**src/tcdr_pkg.sv**
```systemverilog
package tcdr_pkg;

  // Field widths of the cell and dot words
  localparam int CELL_IDX_W = 9;
  localparam int WORD_W     = 16;
  localparam int COL_W      = 2;
  localparam int ROW_W      = 3;
  localparam int CHAN_W     = 8;
  localparam int NIB_W      = 4;
  localparam int RGB_W      = 3 * NIB_W;

  // Screen and glyph geometry
  localparam int NUM_CELLS        = 384;
  localparam int DOTS_PER_COLUMN  = 8;
  localparam int COLUMNS_PER_CELL = 4;
  localparam int GLYPH_W          = 2 * WORD_W;
  localparam int MAP_AW           = (NUM_CELLS > 1) ? $clog2(NUM_CELLS) : 1;

  // Bit positions in the video word
  localparam int BLINK_BIT = 7;

  // Depth of the job queue between front and back
  localparam int Q_DEPTH = 2;
  localparam int Q_AW    = (Q_DEPTH > 1) ? $clog2(Q_DEPTH) : 1;
  localparam int Q_CW    = $clog2(Q_DEPTH + 1);

  // Classified cell: everything the back end needs to paint 32 dots
  typedef struct packed {
    logic [GLYPH_W-1:0] glyph;   // {glyph_first, glyph_second}
    logic [RGB_W-1:0]   fg_rgb;
    logic [RGB_W-1:0]   bg_rgb;
    logic               show_fg;
  } job_t;

  function automatic logic [CHAN_W-1:0] expand_nibble(input logic [NIB_W-1:0] n);
    return {n, n};
  endfunction

endpackage

```
**src/tcdr_if.sv**
```systemverilog
interface tcdr_cell_if;
  import tcdr_pkg::*;

  logic                  valid;
  logic                  ready;
  logic [CELL_IDX_W-1:0] cell_index;
  logic [WORD_W-1:0]     cell_word;
  logic [WORD_W-1:0]     glyph_first;
  logic [WORD_W-1:0]     glyph_second;
  logic [WORD_W-1:0]     fg_palette_word;
  logic [WORD_W-1:0]     bg_palette_word;
  logic                  blink_phase;

  modport source (
    output valid, cell_index, cell_word, glyph_first, glyph_second,
           fg_palette_word, bg_palette_word, blink_phase,
    input  ready
  );
  modport sink (
    input  valid, cell_index, cell_word, glyph_first, glyph_second,
           fg_palette_word, bg_palette_word, blink_phase,
    output ready
  );
endinterface

interface tcdr_dot_if;
  import tcdr_pkg::*;

  logic              valid;
  logic              ready;
  logic [COL_W-1:0]  dot_column;
  logic [ROW_W-1:0]  dot_row;
  logic [CHAN_W-1:0] red;
  logic [CHAN_W-1:0] green;
  logic [CHAN_W-1:0] blue;
  logic              lit;
  logic              last_dot;

  modport source (
    output valid, dot_column, dot_row, red, green, blue, lit, last_dot,
    input  ready
  );
  modport sink (
    input  valid, dot_column, dot_row, red, green, blue, lit, last_dot,
    output ready
  );
endinterface

```
**src/tcdr_front.sv**
```systemverilog
module tcdr_front (
  input  logic          clk,
  input  logic          rst,
  tcdr_cell_if.sink     cells,
  output tcdr_pkg::job_t job,
  output logic          job_valid,
  input  logic          job_ready
);
  import tcdr_pkg::*;

  logic              blink_map [NUM_CELLS];
  logic              clearing;
  logic [MAP_AW-1:0] clr_cnt;

  logic              s1_valid;
  logic [MAP_AW-1:0] s1_addr;
  logic              s1_in_range;
  logic              s1_blink_bit;
  logic              s1_fwd;
  logic              s1_phase;
  logic              map_bit;
  logic [GLYPH_W-1:0] s1_glyph;
  logic [RGB_W-1:0]  s1_fg;
  logic [RGB_W-1:0]  s1_bg;

  logic              accept;
  logic              advance;
  logic              in_range;
  logic [MAP_AW-1:0] rd_addr;
  logic              s1_set;
  logic              blinking;

  assign in_range    = 32'(cells.cell_index) < 32'(NUM_CELLS);
  assign rd_addr     = in_range ? MAP_AW'(cells.cell_index) : '0;
  assign advance     = s1_valid & job_ready;
  assign cells.ready = ~clearing & (~s1_valid | job_ready);
  assign accept      = cells.valid & cells.ready;
  assign s1_set      = s1_in_range & s1_blink_bit;

  // A write leaving this cycle to the same cell is not yet in the map read
  assign blinking  = s1_in_range & (s1_blink_bit | map_bit | s1_fwd);
  assign job_valid = s1_valid;
  assign job       = '{glyph: s1_glyph, fg_rgb: s1_fg, bg_rgb: s1_bg,
                       show_fg: ~blinking | s1_phase};

  always_ff @(posedge clk) begin
    if (rst) begin
      s1_valid <= 1'b0;
      clearing <= 1'b1;
      clr_cnt  <= '0;
    end else begin
      if (clearing) begin
        clr_cnt <= clr_cnt + 1'b1;
        if (clr_cnt == MAP_AW'(NUM_CELLS - 1)) begin
          clearing <= 1'b0;
        end
      end
      s1_valid <= accept | (s1_valid & ~advance);
    end
  end

  always_ff @(posedge clk) begin
    if (accept) begin
      s1_addr      <= rd_addr;
      s1_in_range  <= in_range;
      s1_blink_bit <= cells.cell_word[BLINK_BIT];
      s1_fwd       <= advance & s1_set & (s1_addr == rd_addr);
      s1_phase     <= cells.blink_phase;
      s1_glyph     <= {cells.glyph_first, cells.glyph_second};
      s1_fg        <= cells.fg_palette_word[RGB_W-1:0];
      s1_bg        <= cells.bg_palette_word[RGB_W-1:0];
    end
  end

  // Blink map: one write port, one registered read port
  always_ff @(posedge clk) begin
    if (accept) begin
      map_bit <= blink_map[rd_addr];
    end
    if (clearing) begin
      blink_map[clr_cnt] <= 1'b0;
    end else if (advance && s1_set) begin
      blink_map[s1_addr] <= 1'b1;
    end
  end

endmodule

```
**src/tcdr_queue.sv**
```systemverilog
module tcdr_queue (
  input  logic           clk,
  input  logic           rst,
  input  tcdr_pkg::job_t push_job,
  input  logic           push_valid,
  output logic           push_ready,
  output tcdr_pkg::job_t pop_job,
  output logic           pop_valid,
  input  logic           pop_ready
);
  import tcdr_pkg::*;

  job_t            entries [Q_DEPTH];
  logic [Q_AW-1:0] wr_ptr;
  logic [Q_AW-1:0] rd_ptr;
  logic [Q_CW-1:0] count;
  logic            push;
  logic            pop;

  assign push_ready = count != Q_CW'(Q_DEPTH);
  assign pop_valid  = count != '0;
  assign push       = push_valid & push_ready;
  assign pop        = pop_valid & pop_ready;
  assign pop_job    = entries[rd_ptr];

  always_ff @(posedge clk) begin
    if (rst) begin
      wr_ptr <= '0;
      rd_ptr <= '0;
      count  <= '0;
    end else begin
      if (push) begin
        wr_ptr <= (wr_ptr == Q_AW'(Q_DEPTH - 1)) ? '0 : wr_ptr + 1'b1;
      end
      if (pop) begin
        rd_ptr <= (rd_ptr == Q_AW'(Q_DEPTH - 1)) ? '0 : rd_ptr + 1'b1;
      end
      if (push && !pop) begin
        count <= count + 1'b1;
      end else if (pop && !push) begin
        count <= count - 1'b1;
      end
    end
  end

  always_ff @(posedge clk) begin
    if (push) begin
      entries[wr_ptr] <= push_job;
    end
  end

endmodule

```
**src/tcdr_back.sv**
```systemverilog
module tcdr_back (
  input  logic           clk,
  input  logic           rst,
  input  tcdr_pkg::job_t job,
  input  logic           job_valid,
  output logic           job_pop,
  tcdr_dot_if.source     dots
);
  import tcdr_pkg::*;

  logic [COL_W-1:0]  col;
  logic [ROW_W-1:0]  row;
  logic              load;
  logic              step;
  logic              last;
  logic [7:0]        column_byte;
  logic              glyph_bit;
  logic              lit_now;
  logic [RGB_W-1:0]  color;

  assign load    = ~dots.valid | dots.ready;
  assign step    = load & job_valid;
  assign last    = (col == COL_W'(COLUMNS_PER_CELL - 1)) &&
                   (row == ROW_W'(DOTS_PER_COLUMN - 1));
  assign job_pop = step & last;

  always_comb begin
    case (col)
      2'd0:    column_byte = job.glyph[31:24];
      2'd1:    column_byte = job.glyph[23:16];
      2'd2:    column_byte = job.glyph[15:8];
      default: column_byte = job.glyph[7:0];
    endcase
    glyph_bit = column_byte[row];
    lit_now   = glyph_bit & job.show_fg;
    color     = lit_now ? job.fg_rgb : job.bg_rgb;
  end

  always_ff @(posedge clk) begin
    if (rst) begin
      dots.valid <= 1'b0;
      col        <= '0;
      row        <= '0;
    end else begin
      if (load) begin
        dots.valid <= job_valid;
      end
      if (step) begin
        if (row == ROW_W'(DOTS_PER_COLUMN - 1)) begin
          row <= '0;
          col <= last ? '0 : col + 1'b1;
        end else begin
          row <= row + 1'b1;
        end
      end
    end
  end

  always_ff @(posedge clk) begin
    if (step) begin
      dots.dot_column <= col;
      dots.dot_row    <= row;
      dots.red        <= expand_nibble(color[11:8]);
      dots.green      <= expand_nibble(color[7:4]);
      dots.blue       <= expand_nibble(color[3:0]);
      dots.lit        <= lit_now;
      dots.last_dot   <= last;
    end
  end

endmodule

```
**src/text_cell_dot_renderer_unit.sv**
```systemverilog
// Channel | Role   | Word
// --------+--------+------------------------------------------------------
// cells   | sink   | one text cell: index, video word, glyph and palette
// dots    | source | one dot: column, row, RGB888, lit, last_dot
//
// Each cell yields 32 dots; the dot stage emits one dot per cycle while dots is
// not stalled, so a cell occupies the dot stage for all of its 32 dots.
// With an empty queue the first dot of a cell passes the front register, a queue
// entry and the dot register before it is presented.
// After rst a clearing pass zeroes all NUM_CELLS (384) entries of the blink map;
// cells.ready stays low during it.
// A stall on dots holds the dot register; cells keep entering until the
// two-entry queue and the front register are full.
module text_cell_dot_renderer_unit (
  input  logic        clk,
  input  logic        rst,
  tcdr_cell_if.sink   cells,
  tcdr_dot_if.source  dots
);
  import tcdr_pkg::*;

  job_t front_job;
  logic front_valid;
  logic front_ready;
  job_t back_job;
  logic back_valid;
  logic back_pop;

  tcdr_front u_front (
    .clk       (clk),
    .rst       (rst),
    .cells     (cells),
    .job       (front_job),
    .job_valid (front_valid),
    .job_ready (front_ready)
  );

  tcdr_queue u_queue (
    .clk        (clk),
    .rst        (rst),
    .push_job   (front_job),
    .push_valid (front_valid),
    .push_ready (front_ready),
    .pop_job    (back_job),
    .pop_valid  (back_valid),
    .pop_ready  (back_pop)
  );

  tcdr_back u_back (
    .clk       (clk),
    .rst       (rst),
    .job       (back_job),
    .job_valid (back_valid),
    .job_pop   (back_pop),
    .dots      (dots)
  );

`ifndef ASSERT_OFF
  // Within a cell the next dot is always ready right behind the taken one
  a_dots_contiguous: assert property (@(posedge clk) disable iff (rst)
    dots.valid && dots.ready && !dots.last_dot |=> dots.valid)
    else $error("gap inside a cell's dot burst");

  a_last_dot_place: assert property (@(posedge clk) disable iff (rst)
    dots.valid && dots.last_dot |->
      dots.dot_column == COL_W'(COLUMNS_PER_CELL - 1) &&
      dots.dot_row == ROW_W'(DOTS_PER_COLUMN - 1))
    else $error("last_dot on wrong dot position");

  // Release a queue entry only together with the final dot of its cell
  a_pop_only_on_last: assert property (@(posedge clk) disable iff (rst)
    back_pop |=> dots.valid && dots.last_dot)
    else $error("queue entry released before its final dot");
`endif

endmodule
```
**src/flat_wrapper.sv**
```systemverilog
// flat-port wrapper written by rule: the top's interface ports become plain ports
module text_cell_dot_renderer_unit_flat import tcdr_pkg::*;
  (clk, rst, cells_valid, cells_cell_index, cells_cell_word, cells_glyph_first, cells_glyph_second, cells_fg_palette_word, cells_bg_palette_word, cells_blink_phase, cells_ready, dots_valid, dots_dot_column, dots_dot_row, dots_red, dots_green, dots_blue, dots_lit, dots_last_dot, dots_ready);
  tcdr_cell_if cells_i ();
  tcdr_dot_if dots_i ();
  input  logic clk;
  input  logic rst;
  input wire logic [$bits(cells_i.valid)-1:0] cells_valid;
  input wire logic [$bits(cells_i.cell_index)-1:0] cells_cell_index;
  input wire logic [$bits(cells_i.cell_word)-1:0] cells_cell_word;
  input wire logic [$bits(cells_i.glyph_first)-1:0] cells_glyph_first;
  input wire logic [$bits(cells_i.glyph_second)-1:0] cells_glyph_second;
  input wire logic [$bits(cells_i.fg_palette_word)-1:0] cells_fg_palette_word;
  input wire logic [$bits(cells_i.bg_palette_word)-1:0] cells_bg_palette_word;
  input wire logic [$bits(cells_i.blink_phase)-1:0] cells_blink_phase;
  output wire logic [$bits(cells_i.ready)-1:0] cells_ready;
  output wire logic [$bits(dots_i.valid)-1:0] dots_valid;
  output wire logic [$bits(dots_i.dot_column)-1:0] dots_dot_column;
  output wire logic [$bits(dots_i.dot_row)-1:0] dots_dot_row;
  output wire logic [$bits(dots_i.red)-1:0] dots_red;
  output wire logic [$bits(dots_i.green)-1:0] dots_green;
  output wire logic [$bits(dots_i.blue)-1:0] dots_blue;
  output wire logic [$bits(dots_i.lit)-1:0] dots_lit;
  output wire logic [$bits(dots_i.last_dot)-1:0] dots_last_dot;
  input wire logic [$bits(dots_i.ready)-1:0] dots_ready;
  assign cells_i.valid = cells_valid;
  assign cells_i.cell_index = cells_cell_index;
  assign cells_i.cell_word = cells_cell_word;
  assign cells_i.glyph_first = cells_glyph_first;
  assign cells_i.glyph_second = cells_glyph_second;
  assign cells_i.fg_palette_word = cells_fg_palette_word;
  assign cells_i.bg_palette_word = cells_bg_palette_word;
  assign cells_i.blink_phase = cells_blink_phase;
  assign cells_ready = cells_i.ready;
  assign dots_valid = dots_i.valid;
  assign dots_dot_column = dots_i.dot_column;
  assign dots_dot_row = dots_i.dot_row;
  assign dots_red = dots_i.red;
  assign dots_green = dots_i.green;
  assign dots_blue = dots_i.blue;
  assign dots_lit = dots_i.lit;
  assign dots_last_dot = dots_i.last_dot;
  assign dots_i.ready = dots_ready;
  text_cell_dot_renderer_unit u_core (.clk(clk), .rst(rst), .cells(cells_i), .dots(dots_i));
endmodule
```
**config.mk**
```make
export PLATFORM = sky130hd
export DESIGN_NAME = text_cell_dot_renderer_unit_flat
export DESIGN_NICKNAME = d
export VERILOG_FILES = /design/src/tcdr_pkg.sv /design/src/tcdr_if.sv /design/src/tcdr_front.sv /design/src/tcdr_queue.sv /design/src/tcdr_back.sv /design/src/text_cell_dot_renderer_unit.sv /design/src/flat_wrapper.sv
export SDC_FILE = /design/constraint.sdc
export NUM_CORES = 1
export LEC_CHECK = 0
export ABC_CLOCK_PERIOD_IN_PS = 6000
export BUFFER_PORTS_ARGS = -buffer_cell sky130_fd_sc_hd__buf_2
export CAP_MARGIN = 40
export CORE_AREA = 2 2 240 242
export CTS_CLUSTER_DIAMETER = 60
export DETAILED_ROUTE_END_ITERATION = 8
export DIE_AREA = 0 0 242 244
export SYNTH_ARGS = -nofsm -noshare
export SYNTH_HDL_FRONTEND = slang
export SYNTH_SLANG_ARGS = --single-unit
```
**constraint.sdc**
```tcl
create_clock -name clk -period 6 [get_ports clk]
set_input_delay 0 -clock clk [delete_from_list [all_inputs] [get_ports clk]]
set_output_delay 0 -clock clk [all_outputs]
set_load 0.02 [all_outputs]
```
==> results.sh, run 1 <==
export IMPL_synth_cell_types=81
export IMPL_fillers=4742
export IMPL_die_area_mm2=0.0590
export IMPL_cp_startpoint="u_core.u_queue.count[0]$_SDFFE_PP0P_"
export IMPL_finClkSkew_ns=0.0187
export IMPL_antenna_found_initial=1
export IMPL_clkTransAtPathRegs_ns=0.06
export IMPL_period_share=0.609
export IMPL_reg2reg_depth=8
export IMPL_max_slew_worst_pin_slew_ns=0.960
export IMPL_synth_top_cell_area_share=0.686
export IMPL_die_w_um=242
export IMPL_fin_nets=2135
export IMPL_drt_pass1_iter_count=5
export IMPL_required_ns=6.29
export IMPL_drt_iter0_markers=1627
export IMPL_dpl_hpwl_um=38900
export IMPL_cap_violations=0
export IMPL_syn_avg_cell_area_um2=13.5
export IMPL_crit_path_end="u_core.u_front.blink_map[50]$_DFFE_PP_"
export IMPL_multi_input_area_mm2=0.00678
export IMPL_synth_xor_xnor_area_share=0.00579
export IMPL_clk_latency_ns=0.60
export IMPL_yosysWarnings=0
export IMPL_num_rows=87
export IMPL_synthTopCellsByCount="edfxtp_1, nor2_1, nand2_1"
export IMPL_leakage_uw=0.00966
export IMPL_die_h_um=244
export IMPL_synthAdderAreaFrac=0.00438
export IMPL_post_route_min_period_ns=3.65
export IMPL_grt_ovfl_total=0
export IMPL_antennaDiodeCount=0
export IMPL_final_hold_viol_count=0
export IMPL_cts_buffers=66
export IMPL_clock_path_buffers=3
export IMPL_grt_max_degree=109
export IMPL_start_util=0.458
export IMPL_post_synth_instance_area_mm2=0.0257
export IMPL_relSlewSlack=0.353
export IMPL_ys_ff_latch=609
export IMPL_clockRootBuffer="clkbuf_16"
export IMPL_ant_nets=0
export IMPL_boundaryPins=127
export IMPL_synth_top_family_by_area="simple AND/OR/NAND/NOR gates"
export IMPL_critPathMaxFanout=30
export IMPL_h_tree_depth=3
export IMPL_synthArstFlopShare=0
export IMPL_vias_per_cell=5.82
export IMPL_grt_pass1_vias=16419
export IMPL_yosysMostFrequentCell="edfxtp_1"
export IMPL_path_class="register to register"
export IMPL_syn_num_nets=2013
export IMPL_slew_viol_final=0
export IMPL_hp_class="input port to register"
export IMPL_synth_edff_count=587
export IMPL_reg2reg_from="u_core.u_queue.count[0]$_SDFFE_PP0P_"
export IMPL_outcome="finished, final reports clean"
export IMPL_r2r_end="u_core.u_front.blink_map[50]$_DFFE_PP_"
export IMPL_synth_mux_area_frac=0.0561
export IMPL_drc_errors=0
export IMPL_post_dp_cell_area_mm2=0.0269
export IMPL_ys_seq_area_frac=0.703
export IMPL_finalWirelength_um=66800
export IMPL_cp_end_kind="register"
export IMPL_wl_per_cell_um=23.5
export IMPL_synth_simple_area_share=0.113
export IMPL_register_area_mm2=0.0181
export IMPL_port_buffers=103
export IMPL_rsz0062_at_grt="false"
export IMPL_powerDensity_mw_per_mm2=304
export IMPL_post_cts_resized=0
export IMPL_synth_area_top_cells="edfxtp_1, nor2_1, mux2i_1"
export IMPL_num_vias=16517
export IMPL_layout_drive_gt1_share=0.143
export IMPL_yosysTopAreaCell="edfxtp_1"
export IMPL_synthFlopType="edfxtp_1"
export IMPL_cp_arrival_ns=3.95
export IMPL_fin_area_mm2=0.0296
export IMPL_track_usage=0.226
export IMPL_syn2layout_area_growth_pct=15.3
export IMPL_cts_sinks=609
export IMPL_gp_congestion=0.839
export IMPL_tns_ns=0
export IMPL_power_uw=9000
export IMPL_ff2ff_setup_slack_ns=2.35
export IMPL_synth_compound_area_frac=0.0839
export IMPL_syn_inst=1910
export IMPL_cts_tree="built"
export IMPL_setup_viol=0
export IMPL_coreArea_mm2=0.0562
export IMPL_worstSetupStartpointType="register"
export IMPL_ir_drop_mv=0.198
export IMPL_grt_pass1_wl_um=101000
export IMPL_fmax_mhz=274
==> layer usage <==
layer	track usage	up-vias	part of all wire
met5	0	-	0
met4	0.0750	0	0.029
met3	0.0431	146	0.075
met2	0.371	676	0.48
met1	0.305	8344	0.42
li1	-	7351	-
==> cell families after synthesis <==
family          after synthesis
simple gates                690
flops                       609
compound gates              306
buf+inv                     175
mux                         104
xor+xnor                     17
fa+ha+maj                     9
==> timing repair <==
item                      4_1_cts  5_1_grt
hold buffers                   64        0
hold endpoints to repair       81        0
buffers inserted                0        0
==> flip-flops by register name (all words and copies together), names as in the netlist, 9 cells and up, named ones only <==
| register | cells |
|---|---|
| u_core.u_front.s1_addr | 9 |
| u_core.u_front.s1_fg | 12 |
| u_core.u_front.s1_glyph | 32 |
| u_core.u_queue.entries | 114 |
| u_core.u_front.blink_map | 384 |
| u_core.u_front.clr_cnt | 9 |
| u_core.u_front.s1_bg | 12 |
==> power by group <==
group	leakage [µW]	switching, µW	total (µW)	internal (µW)
Combinational	0.00300	271	402	131
Sequential	0.00563	3.90	4600	4600
Clock	0.00103	1630	3990	2360
Total	0.00966	1910	9000	7090
==> through the flow <==
stage / hold slack (ns) / worst slack (ns) / utilization / cells
floorplan: 0.0691 / 0.427 / - / 1910
global placement: 0.178 / 2.25 / 0.474 / 2646
detailed placement: 0.178 / 2.30 / 0.478 / 2656
CTS: 0.0102 / 2.34 / 0.527 / 2836
global route: 0.0343 / 2.10 / 0.527 / 2836
finish: 0.0636 / 2.35 / 0.527 / 2836
==> layout by cell type (no fill, tap or decap), types with 32 or more instances in the layout <==
master / instances
a21oi_1: 65
buf_2: 101
buf_4: 32
clkbuf_16: 69
dlygate4sd3_1: 64
edfxtp_1: 587
mux2i_1: 59
nand2_1: 108
nor2_1: 451
o22ai_1: 41
==> final cells by class <==
cell class | instances | area share
sequential | 609 | 0.610
tap | 756 | 0.0319
multi-input combinational | 1126 | 0.229
clock buffer | 79 | 0.0596
timing repair buffer | 205 | 0.0542
clock inverter | 37 | 0.0118
inverter | 24 | 0.00359
==> worst min-delay path by stage <==
stage	start	end	slack, ns	cells past startpoint
6_report	cells_cell_index[8]	u_core.u_front.s1_addr[8]$_DFFE_PP_	0.06	3
5_1_grt	cells_cell_index[8]	u_core.u_front.s1_addr[8]$_DFFE_PP_	0.03	3
4_1_cts	cells_cell_index[8]	u_core.u_front.s1_addr[8]$_DFFE_PP_	0.01	3
3_5_place_dp	cells_glyph_second[3]	u_core.u_front.s1_glyph[3]$_DFFE_PP_	0.18	1
3_3_place_gp	cells_bg_palette_word[9]	u_core.u_front.s1_bg[9]$_DFFE_PP_	0.18	1
2_1_floorplan	rst	u_core.u_front.clr_cnt[0]$_SDFFE_PP0P_	0.07	1
==> critical path, stage by stage, from the launching register on <==
cell and delay [ns]:
dfxtp_1 0.37, nand2b_1 0.17, and2_1 0.25, nand4b_4 0.32
clkinvlp_4 0.52, o31ai_1 0.68, nand2_1 0.47, buf_4 0.39
nor2_1 0.17
No activity file was read; power rests on OpenSTA's default activity.
==> run 2: changes to the inputs <==
--- a/config.mk
+++ b/config.mk
@@ -5,7 +5,7 @@
 export SDC_FILE = /design/constraint.sdc
 export NUM_CORES = 1
 export LEC_CHECK = 0
-export ABC_CLOCK_PERIOD_IN_PS = 6000
+export ABC_CLOCK_PERIOD_IN_PS = 3600
 export BUFFER_PORTS_ARGS = -buffer_cell sky130_fd_sc_hd__buf_2
 export CAP_MARGIN = 40
 export CORE_AREA = 2 2 240 242
==> constraint.sdc (replaced) <==
create_clock -name clk -period 3.6 [get_ports clk]
set_input_delay 0 -clock clk [delete_from_list [all_inputs] [get_ports clk]]
set_output_delay 0 -clock clk [all_outputs]
set_load 0.02 [all_outputs]
==> results.sh, run 2 (synthesis gave the netlist of run 1 again) <==
export IMPL_outcome="finished, final reports clean"
export IMPL_swShare=0.216
export IMPL_multi_input_area_mm2=0.00717
export IMPL_hp_class="input port to register"
export IMPL_fin_hold_ws_ns=0.114
export IMPL_p_clk_frac=0.438
export IMPL_cap_violations=0
export IMPL_p_seq_frac=0.513
export IMPL_met3_length_um=5310
export IMPL_die_w_um=242
export IMPL_num_rows=87
export IMPL_relSlewSlack=0.397
export IMPL_grt_pass1_wl_um=103000
export IMPL_drc_errors=0
export IMPL_h_tree_depth=3
export IMPL_wl_per_cell_um=23.7
export IMPL_ir_drop_mv=0.347
export IMPL_finalWirelength_um=68900
export IMPL_final_common_cell="edfxtp_1"
export IMPL_combPwrFrac=0.049
export IMPL_max_slew_worst_pin_slew_ns=0.904
export IMPL_grt_pass1_vias=16570
export IMPL_die_h_um=244
export IMPL_worstSetupStartpointType="register"
export IMPL_coreArea_mm2=0.0562
export IMPL_gp_congestion=0.821
export IMPL_clk_latency_ns=0.61
export IMPL_powerDensity_mw_per_mm2=491
export IMPL_grt_ovfl_total=0
export IMPL_start_util=0.458
export IMPL_leakage_uw=0.00986
export IMPL_highest_layer="met4"
export IMPL_syn2layout_area_growth_pct=18.5
export IMPL_largestRegisters="u_core.u_front.blink_map (384), u_core.u_queue.entries (114), u_core.u_front.s1_glyph (32)"
export IMPL_layout_common_cells="edfxtp_1, nor2_1, nor2_2"
export IMPL_regMostFlops="u_core.u_front.blink_map"
export IMPL_largest_register_ffs=384
export IMPL_fin_nets=2205
export IMPL_period_share=0.847
export IMPL_dpl_hpwl_um=40500
export IMPL_route_met2_wl_um=32700
export IMPL_post_route_min_period_ns=3.05
export IMPL_cts_buffers=67
export IMPL_vias_per_cell=5.75
export IMPL_slew_viol_final=0
export IMPL_boundaryPins=127
export IMPL_p_int_uw=11700
export IMPL_setup_viol=0
export IMPL_antennaDiodeCount=0
export IMPL_ant_nets=0
export IMPL_fmax_mhz=328
export IMPL_register_area_mm2=0.0181
export IMPL_num_vias=16706
export IMPL_die_area_mm2=0.0590
export IMPL_cts_sinks=609
export IMPL_layout_drive_gt1_share=0.238
export IMPL_cts_tree="built"
export IMPL_rsz0062_at_grt="false"
export IMPL_clock_path_buffers=3
export IMPL_power_uw=15000
export IMPL_drt_pass1_iter_count=5
export IMPL_holdPathStages=2
export IMPL_cp_arrival_ns=3.30
export IMPL_tns_ns=0
export IMPL_track_usage=0.233
export IMPL_clockRootBuffer="clkbuf_16"
export IMPL_power_switching_uw=3230
export IMPL_finClkSkew_ns=0.0316
export IMPL_required_ns=3.85
export IMPL_critPathMaxFanout=230
export IMPL_cp_end_kind="register"
export IMPL_clkTransAtPathRegs_ns=0.06
export IMPL_post_cts_resized=0
export IMPL_wl_met1_um=29100
export IMPL_reg2reg_depth=6
export IMPL_antenna_found_initial=0
export IMPL_path_class="register to register"
export IMPL_port_buffers=103
export IMPL_final_hold_viol_count=0
export IMPL_fillers=4724
export IMPL_grt_max_degree=231
export IMPL_drt_iter0_markers=1821
-- run 2: changes by cell type in the layout (fill, tap and decap cells not counted), moves of 2 or more --
cell | previous run | this run
bufinv_16 | 6 | 4
nor2_2 | 0 | 145
o22ai_2 | 0 | 2
buf_4 | 32 | 96
o22ai_1 | 41 | 39
clkbuf_1 | 10 | 17
buf_16 | 8 | 1
buf_12 | 0 | 10
nor2_1 | 451 | 306
clkinv_2 | 10 | 8
-- run 2: worst paths after layout --
path,startpoint,to,slack (ns)
setup reg to reg,u_core.u_queue.count[0]$_SDFFE_PP0P_,u_core.u_front.blink_map[133]$_DFFE_PP_,0.55
setup / recovery,u_core.u_queue.count[0]$_SDFFE_PP0P_,u_core.u_front.blink_map[133]$_DFFE_PP_,0.55
hold / removal,cells_glyph_second[3],u_core.u_front.s1_glyph[3]$_DFFE_PP_,0.11
hold reg to reg,u_core.u_front.s1_bg[5]$_DFFE_PP_,u_core.u_queue.entries[0][6]$_DFFE_PP_,0.43
-- run 2: cell type report --
type,count,share of cell area
sequential,609,0.593
multi-input combinational,1126,0.235
timing repair buffer,274,0.0693
clock buffer,87,0.0592
tap,756,0.0311
clock inverter,30,0.00822
inverter,24,0.00349
-- run 2: timing repair --
| item | CTS | global route |
|---|---|---|
| hold endpoints to repair | 82 | 0 |
| setup buffers | 0 | 0 |
| endpoints found under the setup margin | 0 | 0 |
| hold buffers | 65 | 0 |
-- run 2: power by group through the flow --
stage | sequential [µW] | clock, µW | combinational [µW]
2_1_floorplan | 7820 | 0 | 395
3_3_place_gp | 7820 | 0 | 657
3_5_place_dp | 7820 | 0 | 662
4_1_cts | 7670 | 6660 | 721
5_1_grt | 7670 | 6950 | 763
6_report | 7670 | 6560 | 729
-- run 2: metrics by stage --
step                      worst slack, ns  std cells  instance area, µm²   util
after floorplan                     -1.69       1910               26300      -
after CTS                           0.626       2906               30500  0.542
after global routing                0.368       2906               30500  0.542
after global placement              0.651       2722               27700  0.493
final                               0.550       2906               30500  0.542
after detailed placement            0.652       2724               27700  0.494
-- run 2: worst max-delay path, stage by stage (launching register included) --
cell	delay [ns]
dfxtp_2	0.38
nand2b_4	0.14
and2_4	0.18
nand4b_4	0.35
clkinvlp_4	0.26
buf_4	0.53
buf_12	0.65
-- run 2: layer usage --
metal  vias up  global-route usage
li1       7492                   -
met1      8395               0.318
met2       682               0.382
met3       137              0.0446
met4         0              0.0670
met5         -                   0
